File: src/design/hut_pkg.sv
package hut_pkg;

	localparam int ANGLE_FRAC_BITS = 7;
	localparam int CORDIC_STEPS = 16;

	localparam int ZFRAC = 16;
	localparam int PRESHIFT = 8;
	localparam int SAMPLE_W = 16;
	localparam int OFFSET_W = 13;
	localparam int DIFF_W = SAMPLE_W + 1;
	localparam int XW = DIFF_W + PRESHIFT + 3;
	localparam int ZW = 27;
	localparam int HEAD_W = ANGLE_FRAC_BITS + 10;
	localparam int OUT_HEAD_W = 16;
	localparam int YAW_W = 32;
	localparam int STEP_W = $clog2(CORDIC_STEPS);
	localparam int ATAN_IDX_W = 5;

	localparam int HALF_TURN = 180 * (2 ** ANGLE_FRAC_BITS);
	localparam int FULL_TURN = 360 * (2 ** ANGLE_FRAC_BITS);
	localparam int ROUND_HALF = 2 ** (ZFRAC - ANGLE_FRAC_BITS - 1);
	localparam int ROUND_SHIFT = ZFRAC - ANGLE_FRAC_BITS;
	localparam logic signed [ZW-1:0] Z_HALF_TURN = ZW'(180 * (2 ** ZFRAC));

	typedef enum logic [2:0] {
		ST_IDLE,
		ST_PREP,
		ST_ITER,
		ST_FIN,
		ST_ACC,
		ST_HOLD
	} state_t;

	typedef enum logic {
		REG_OFFSET_X = 1'b0,
		REG_OFFSET_Y = 1'b1
	} reg_idx_t;

	typedef struct packed {
		logic load;
		logic step;
		logic finish;
	} cordic_ctrl_t;

	function automatic logic signed [ZW-1:0] atan_tab(input logic [ATAN_IDX_W-1:0] idx);
		logic signed [ZW-1:0] v;
		case (idx)
			5'd0: v = ZW'(2949120);
			5'd1: v = ZW'(1740967);
			5'd2: v = ZW'(919879);
			5'd3: v = ZW'(466945);
			5'd4: v = ZW'(234379);
			5'd5: v = ZW'(117304);
			5'd6: v = ZW'(58666);
			5'd7: v = ZW'(29335);
			5'd8: v = ZW'(14668);
			5'd9: v = ZW'(7334);
			5'd10: v = ZW'(3667);
			5'd11: v = ZW'(1833);
			5'd12: v = ZW'(917);
			5'd13: v = ZW'(458);
			5'd14: v = ZW'(229);
			5'd15: v = ZW'(115);
			5'd16: v = ZW'(57);
			5'd17: v = ZW'(29);
			5'd18: v = ZW'(14);
			5'd19: v = ZW'(7);
			5'd20: v = ZW'(4);
			5'd21: v = ZW'(2);
			5'd22: v = ZW'(1);
			default: v = '0;
		endcase
		return v;
	endfunction

endpackage

File: src/design/heading_unwrap_tracker.sv
// Compass heading tracker. Each input word carries one magnetometer X/Y pair; the
// hard-iron offsets are subtracted at full width, and heading = -atan2(y, x) is
// formed in 1/128 degree by a vectoring CORDIC that runs one step per cycle on a
// single shared shift-add unit. op 1 only loads the reference heading; op 0 adds
// the unwrapped change from the previous heading to a saturating 32-bit yaw.
// A word accepted while idle passes through the PREP, ITER, FIN, ACC and HOLD states
// before its result is registered; in_stall stays high for that whole time and longer
// while the output register still holds an untaken result. Offsets may be written
// only while the block is idle.
module heading_unwrap_tracker (
	input  logic                                  clk,
	input  logic                                  arst_n,
	input  logic                                  cfg_we,
	input  hut_pkg::reg_idx_t                     cfg_index,
	input  logic [hut_pkg::OFFSET_W-1:0]          cfg_data,
	input  logic                                  in_valid,
	output logic                                  in_stall,
	input  logic                                  op,
	input  logic signed [hut_pkg::SAMPLE_W-1:0]   x_sample,
	input  logic signed [hut_pkg::SAMPLE_W-1:0]   y_sample,
	output logic                                  out_valid,
	input  logic                                  out_stall,
	output logic signed [hut_pkg::OUT_HEAD_W-1:0] heading,
	output logic signed [hut_pkg::YAW_W-1:0]      total_yaw
);
	import hut_pkg::*;

	state_t state_q;
	state_t state_nx;

	logic signed [OFFSET_W-1:0] offset_x_q;
	logic signed [OFFSET_W-1:0] offset_y_q;
	logic signed [DIFF_W-1:0] x_q;
	logic signed [DIFF_W-1:0] y_q;
	logic op_q;
	logic out_valid_q;
	logic signed [OUT_HEAD_W-1:0] heading_q;
	logic signed [YAW_W-1:0] total_yaw_q;

	cordic_ctrl_t ctrl;
	logic last_step;
	logic signed [HEAD_W-1:0] cur_heading;
	logic signed [YAW_W-1:0] yaw;
	logic in_take;
	logic out_free;
	logic commit;

	assign in_take = in_valid && !in_stall;
	assign out_free = !out_valid_q || !out_stall;

	always_ff @(posedge clk or negedge arst_n) begin
		if (!arst_n) begin
			offset_x_q <= 13'sd20;
			offset_y_q <= 13'sd387;
		end else if (cfg_we) begin
			unique case (cfg_index)
				REG_OFFSET_X: offset_x_q <= cfg_data;
				REG_OFFSET_Y: offset_y_q <= cfg_data;
				default: ;
			endcase
		end
	end

	always_ff @(posedge clk) begin
		if (in_take) begin
			x_q <= DIFF_W'(x_sample) - DIFF_W'(offset_x_q);
			y_q <= DIFF_W'(y_sample) - DIFF_W'(offset_y_q);
			op_q <= op;
		end
	end

	always_comb begin
		state_nx = state_q;
		unique case (state_q)
			ST_IDLE: if (in_valid) state_nx = ST_PREP;
			ST_PREP: state_nx = ST_ITER;
			ST_ITER: if (last_step) state_nx = ST_FIN;
			ST_FIN: state_nx = ST_ACC;
			ST_ACC: state_nx = ST_HOLD;
			ST_HOLD: if (out_free) state_nx = ST_IDLE;
			default: state_nx = ST_IDLE;
		endcase
	end

	always_comb begin
		in_stall = (state_q != ST_IDLE);
		ctrl.load = (state_q == ST_PREP);
		ctrl.step = (state_q == ST_ITER);
		ctrl.finish = (state_q == ST_FIN);
		commit = (state_q == ST_ACC);
	end

	always_ff @(posedge clk or negedge arst_n) begin
		if (!arst_n)
			state_q <= ST_IDLE;
		else
			state_q <= state_nx;
	end

	hut_cordic u_cordic (
		.clk       (clk),
		.arst_n    (arst_n),
		.ctrl      (ctrl),
		.x_in      (x_q),
		.y_in      (y_q),
		.last_step (last_step),
		.heading   (cur_heading)
	);

	hut_yaw u_yaw (
		.clk       (clk),
		.arst_n    (arst_n),
		.commit    (commit),
		.track     (!op_q),
		.heading   (cur_heading),
		.total_yaw (yaw)
	);

	always_ff @(posedge clk or negedge arst_n) begin
		if (!arst_n)
			out_valid_q <= 1'b0;
		else if (state_q == ST_HOLD && out_free)
			out_valid_q <= 1'b1;
		else if (!out_stall)
			out_valid_q <= 1'b0;
	end

	always_ff @(posedge clk) begin
		if (state_q == ST_HOLD && out_free) begin
			heading_q <= OUT_HEAD_W'(cur_heading);
			total_yaw_q <= yaw;
		end
	end

	assign out_valid = out_valid_q;
	assign heading = heading_q;
	assign total_yaw = total_yaw_q;

	a_result_from_hold: assert property (@(posedge clk) disable iff (!arst_n)
		$rose(out_valid_q) |-> $past(state_q == ST_HOLD))
		else $error("result raised outside the hold state");

	a_ref_keeps_yaw: assert property (@(posedge clk) disable iff (!arst_n)
		(state_q == ST_ACC && op_q) |=> $stable(yaw))
		else $error("reference load changed the yaw");

	a_heading_range: assert property (@(posedge clk) disable iff (!arst_n)
		state_q == ST_ACC |-> (cur_heading <= HEAD_W'(HALF_TURN)
			&& cur_heading >= -HEAD_W'(HALF_TURN)))
		else $error("heading outside half turn");

	a_iter_count: assert property (@(posedge clk) disable iff (!arst_n)
		(state_q == ST_FIN) |-> $past(last_step))
		else $error("CORDIC finished early");

endmodule

File: src/design/hut_cordic.sv
module hut_cordic (
	input  logic                                clk,
	input  logic                                arst_n,
	input  hut_pkg::cordic_ctrl_t               ctrl,
	input  logic signed [hut_pkg::DIFF_W-1:0]   x_in,
	input  logic signed [hut_pkg::DIFF_W-1:0]   y_in,
	output logic                                last_step,
	output logic signed [hut_pkg::HEAD_W-1:0]   heading
);
	import hut_pkg::*;

	logic signed [XW-1:0] x_q;
	logic signed [XW-1:0] y_q;
	logic signed [ZW-1:0] z_q;
	logic [STEP_W-1:0] cnt_q;
	logic zero_q;
	logic signed [HEAD_W-1:0] heading_q;

	logic signed [XW-1:0] x_ext;
	logic signed [XW-1:0] y_ext;
	logic signed [XW-1:0] xs;
	logic signed [XW-1:0] ys;
	logic signed [ZW-1:0] at;
	logic signed [ZW-1:0] z_rnd;
	logic signed [ZW-1:0] h_neg;
	logic signed [ZW-1:0] h_clamp;

	always_comb begin
		x_ext = XW'(x_in);
		y_ext = XW'(y_in);
		xs = x_q >>> cnt_q;
		ys = y_q >>> cnt_q;
		at = atan_tab(ATAN_IDX_W'(cnt_q));
		z_rnd = (z_q + ZW'(ROUND_HALF)) >>> ROUND_SHIFT;
		h_neg = -z_rnd;
		if (h_neg > ZW'(HALF_TURN))
			h_clamp = ZW'(HALF_TURN);
		else if (h_neg < -ZW'(HALF_TURN))
			h_clamp = -ZW'(HALF_TURN);
		else
			h_clamp = h_neg;
	end

	assign last_step = (cnt_q == STEP_W'(CORDIC_STEPS - 1));
	assign heading = heading_q;

	always_ff @(posedge clk or negedge arst_n) begin
		if (!arst_n) begin
			cnt_q <= '0;
			zero_q <= 1'b0;
		end else if (ctrl.load) begin
			cnt_q <= '0;
			zero_q <= (x_in == '0) && (y_in == '0);
		end else if (ctrl.step) begin
			cnt_q <= cnt_q + 1'b1;
		end
	end

	always_ff @(posedge clk) begin
		if (ctrl.load) begin
			if (x_in < 0) begin
				x_q <= (-x_ext) <<< PRESHIFT;
				y_q <= (-y_ext) <<< PRESHIFT;
				z_q <= (y_in >= 0) ? Z_HALF_TURN : -Z_HALF_TURN;
			end else begin
				x_q <= x_ext <<< PRESHIFT;
				y_q <= y_ext <<< PRESHIFT;
				z_q <= '0;
			end
		end else if (ctrl.step) begin
			if (y_q > 0) begin
				x_q <= x_q + ys;
				y_q <= y_q - xs;
				z_q <= z_q + at;
			end else begin
				x_q <= x_q - ys;
				y_q <= y_q + xs;
				z_q <= z_q - at;
			end
		end
	end

	always_ff @(posedge clk) begin
		if (ctrl.finish)
			heading_q <= zero_q ? '0 : HEAD_W'(h_clamp);
	end

endmodule

File: src/design/hut_yaw.sv
module hut_yaw (
	input  logic                                clk,
	input  logic                                arst_n,
	input  logic                                commit,
	input  logic                                track,
	input  logic signed [hut_pkg::HEAD_W-1:0]   heading,
	output logic signed [hut_pkg::YAW_W-1:0]    total_yaw
);
	import hut_pkg::*;

	localparam int DW = HEAD_W + 2;
	localparam int SW = YAW_W + 2;

	logic signed [HEAD_W-1:0] prev_q;
	logic signed [YAW_W-1:0] acc_q;

	logic signed [DW-1:0] d_raw;
	logic signed [DW-1:0] d_unw;
	logic signed [SW-1:0] sum;
	logic signed [YAW_W-1:0] sat;

	always_comb begin
		d_raw = DW'(heading) - DW'(prev_q);
		if (d_raw < -DW'(HALF_TURN))
			d_unw = d_raw + DW'(FULL_TURN);
		else if (d_raw > DW'(HALF_TURN))
			d_unw = d_raw - DW'(FULL_TURN);
		else
			d_unw = d_raw;
		sum = SW'(acc_q) + SW'(d_unw);
		if (sum > SW'(32'sh7FFF_FFFF))
			sat = 32'sh7FFF_FFFF;
		else if (sum < SW'(32'sh8000_0000))
			sat = 32'sh8000_0000;
		else
			sat = YAW_W'(sum);
	end

	assign total_yaw = acc_q;

	always_ff @(posedge clk or negedge arst_n) begin
		if (!arst_n) begin
			prev_q <= '0;
			acc_q <= '0;
		end else if (commit) begin
			prev_q <= heading;
			if (track)
				acc_q <= sat;
		end
	end

endmodule
File: config.mk
export PLATFORM = sky130hd
export DESIGN_NAME = heading_unwrap_tracker
export DESIGN_NICKNAME = d
export VERILOG_FILES = /design/src/design/hut_pkg.sv /design/src/design/heading_unwrap_tracker.sv /design/src/design/hut_cordic.sv /design/src/design/hut_yaw.sv
export SDC_FILE = /design/constraint.sdc
export NUM_CORES = 1
export LEC_CHECK = 0
export BUFFER_PORTS_ARGS = -buffer_cell sky130_fd_sc_hd__buf_2
export CORE_UTILIZATION = 58
export CTS_BUF_LIST = sky130_fd_sc_hd__clkbuf_4 sky130_fd_sc_hd__clkbuf_8
export DETAILED_ROUTE_END_ITERATION = 6
export GPL_TIMING_DRIVEN = 1
export PLACE_DENSITY_LB_ADDON = 0.15
export SLEW_MARGIN = 20
export SYNTH_ARGS = -nofsm -noshare
export SYNTH_HDL_FRONTEND = slang
export SYNTH_HIERARCHICAL = 1
export SYNTH_SLANG_ARGS = --single-unit
File: constraint.sdc
create_clock -name clk -period 9.5 [get_ports clk]
set_clock_uncertainty 0.2 [all_clocks]
set_input_delay 0 -clock clk [delete_from_list [all_inputs] [get_ports clk]]
set_output_delay 0 -clock clk [all_outputs]
set_load 0.05 [all_outputs]
==> run_results.csv <==
group,metric,value,unit
outcome,outcome,"finished, final reports clean",
sta,final-setup-viol-count,0,
synthesis,synth_xor_area_share,9.058,%
floorplan,dieArea,44540,µm²
synthesis,synth_area_leader_cell,"edfxtp_1",
critical_path,cpMaxStageDelayCell,"o22a_2",
clocking,cts_buffer_depth,3,
place,place_congestion,0.9243,
critical_path,timing.critical_path.mode_cell,"ha_1",
global_route,grt_pass1_vias,21740,
synthesis,syn_area,25350,µm²
place,dp_hpwl,49850,µm
critical_path,cp.buffers_inverters,3,
synthesis,synth_top_family_by_area,"compound AO/OA/AOI/OAI gates",
routing,drt_pass1_iterations,6,
clocking,cts_root_buf,"clkbuf_8",
global_route,track_usage,30.94,%
sta,period_share,77.96,%
sta,finalCriticalPeriod,7.406,ns
critical_path,critPathRequiredTime,9.85,ns
place,io_buffers,101,
cells_and_area,synthToLayoutAreaGrowth,11.64,%
sta,fmax,135.0,MHz
critical_path,crit_type,"register to register",
synthesis,synth_nets,3053,
synthesis,yosysWarnings,6,
place,dpl_worst_slack,1.709,ns
clocking,clkLatencyLatePin,0.63,ns
global_route,grt_overflow,0,
critical_path,cp-start-kind,"register",
worst_hold_path,min_path_type,"input pin to register",
sta,relSlewSlack,21.65,%
routing,drtIter0Drc,1803,
critical_path,startpoint,"u_cordic/heading[0]",
synthesis,synth_mux_area_share,10.24,%
critical_path,r2r-start,"u_cordic/heading[0]",
global_route,antenna_found_initial,0,
floorplan,die_h,211.1,µm
synthesis,synth_fa_ha_area_share,9.685,%
worst_hold_path,min_path_cells,6,
synthesis,avgSynthCellArea,9.023,µm²
synthesis,synth_edf_count,183,
cells_and_area,n_antenna_cell,0,
run,cap_viol_max_count,0,
floorplan,pin_count,102,
sta,hold_viol,0,
synthesis,postSynthCellCount,2809,
floorplan,core-area,43080,µm²
sta,drv_slew,0,
synthesis,ys_types,121,
critical_path,cp.arrival,7.76,ns
synthesis,synth.most_common_cell,"nand2_1",
floorplan,die_w,211.1,µm
floorplan,rows,76,
routing,num_vias,22490,
synthesis,synth-simple-area-share,16.58,%
critical_path,cp.depth,29,
clocking,path_clk_slew,0.07,ns
global_route,grt_pass1_wl,111300,µm
sta,worst_pin_slew,1.157,ns
sta,setup_tns,0,ns
critical_path,r2r_cells,29,
critical_path,end_kind,"register",
cells_and_area,drive_above_1_share,13.09,%
synthesis,synth_top_area_share,21.68,%
routing,ant_nets,0,
clocking,cts_made_buffers,48,
synthesis,ys.flop_type,"edfxtp_1",
clocking,clkSinkCount,267,
synthesis,ys_async_sr_fraction,31.46,%
place,place_area,26190,µm²
synthesis,synth-compound-area-share,20.15,%
critical_path,critical-path-top-delay-family,"compound AO/OA/AOI/OAI gates",
routing,wl,68910,µm
routing,via_per_inst,6.284,
clocking,post_cts_buffers,0,
synthesis,ys_ff_latch,267,
sta,worst_slack,2.094,ns
worst_hold_path,hp-start,"y_sample[4]",
critical_path,slowest_delay,0.60,ns
global_route,grt_max_degree,90,
floorplan,initial_utilization,58.84,%
cells_and_area,nets,3199,
routing,wire_per_inst,19.25,µm
clocking,cts_tree,"yes",
synthesis,netlist_top_cells_count,"nand2_1 (273), a21oi_1 (234), nor2_1 (230), o21ai_0 (191), ha_1 (185)",
sta,rsz0062_at_grt,"no",
clocking,htree_levels,2,
synthesis,synth.area.top_cells,"edfxtp_1 (22%), ha_1 (9.1%), dfrtp_1 (7.7%), mux4_2 (6.6%), xnor2_1 (5.8%)",
routing,remaining_drc_errors,0,
cells_and_area,final_area,28300,µm²
synthesis,ys_seq_area_share,30.00,%
critical_path,cp_max_fo,30,
-- per-stage QoR --
step	utilization (%)	hold WS [ns]	cells
after floorplan	-	-0.4956	2809
after global placement	60.80	-0.1706	3385
after detailed placement	60.80	-0.1628	3385
after CTS	65.69	0.07187	3579
after global routing	65.69	0.1916	3579
final	65.69	0.1020	3579
-- placed cells by master (no fill, tap or decap), types with 92 or more instances in the layout --
master         netlist  layout
nand2_1            273     273
a21oi_1            234     234
nor2_1             230     227
o21ai_0            191     191
ha_1               185     185
edfxtp_1           183     183
xnor2_1            167     167
inv_1              121     121
dlygate4sd3_1        0     104
buf_2               24     100
xor2_1              92      92
-- flip-flops by register name, indices dropped and copies added (netlist names), 3 cells and up --
name / cells
total_yaw: 32
u_yaw/total_yaw: 32
u_cordic/x_q: 28
u_cordic/y_q: 28
u_cordic/z_q: 27
u_cordic/heading: 17
u_yaw/prev_q: 17
x_q: 17
y_q: 17
heading: 16
offset_x_q: 13
offset_y_q: 13
u_cordic/cnt_q: 4
state_q: 3
-- cell type report --
type / count / area (µm²)
Multi-Input combinational cell: 2283 / 16710
Sequential cell: 267 / 7615
Inverter: 130 / 488.0
Clock buffer: 66 / 827.0
Clock inverter: 23 / 210.2
Tap cell: 585 / 732.0
Timing Repair Buffer: 225 / 1719
Fill cell: 3520 / 14780
-- what timing repair did --
item,4_1_cts,5_1_grt
resized for setup,0,0
hold endpoints to repair,177,0
setup endpoints to repair,0,0
hold buffers,105,0
-- tightest hold or removal path, cell delays in order --
cell and delay (ns):
buf_2 0.09, ha_1 0.13, a21o_1 0.18, nand2b_1 0.13, o21ai_1 0.11, xnor2_1 0.15
-- logic make-up (layout without fill, tap and decap cells) --
group                      count (synthesis)  count (layout)
DFF                                      267             267
adders and majority gates                192             192
muxes                                    161             161
buffers and inverters                    259             444
AOI/OAI and AO/OA                        802             802
and+or+nand+nor                          868             868
xor gates and xnor gates                 260             260
-- final timing paths --
kind	end	slack, ns
max	u_yaw/total_yaw[10]	2.09
min	y_q[7]	0.10
max reg2reg	u_yaw/total_yaw[10]	2.09
min reg2reg	heading[7]	0.28
max in group asynchronous	u_cordic/cnt_q[0]	8.17
min in group asynchronous	u_yaw/prev_q[4]	0.27
-- routing by layer --
layer  track usage [%]  routed length (µm)
met3             3.985                4038
met2             54.23               33800
met1             37.48               27740
met5                 0                   0
met4             14.92                3319
Power is not shown: default switching activity piles up to over one toggle a cycle in this logic, so the estimate is an artifact.
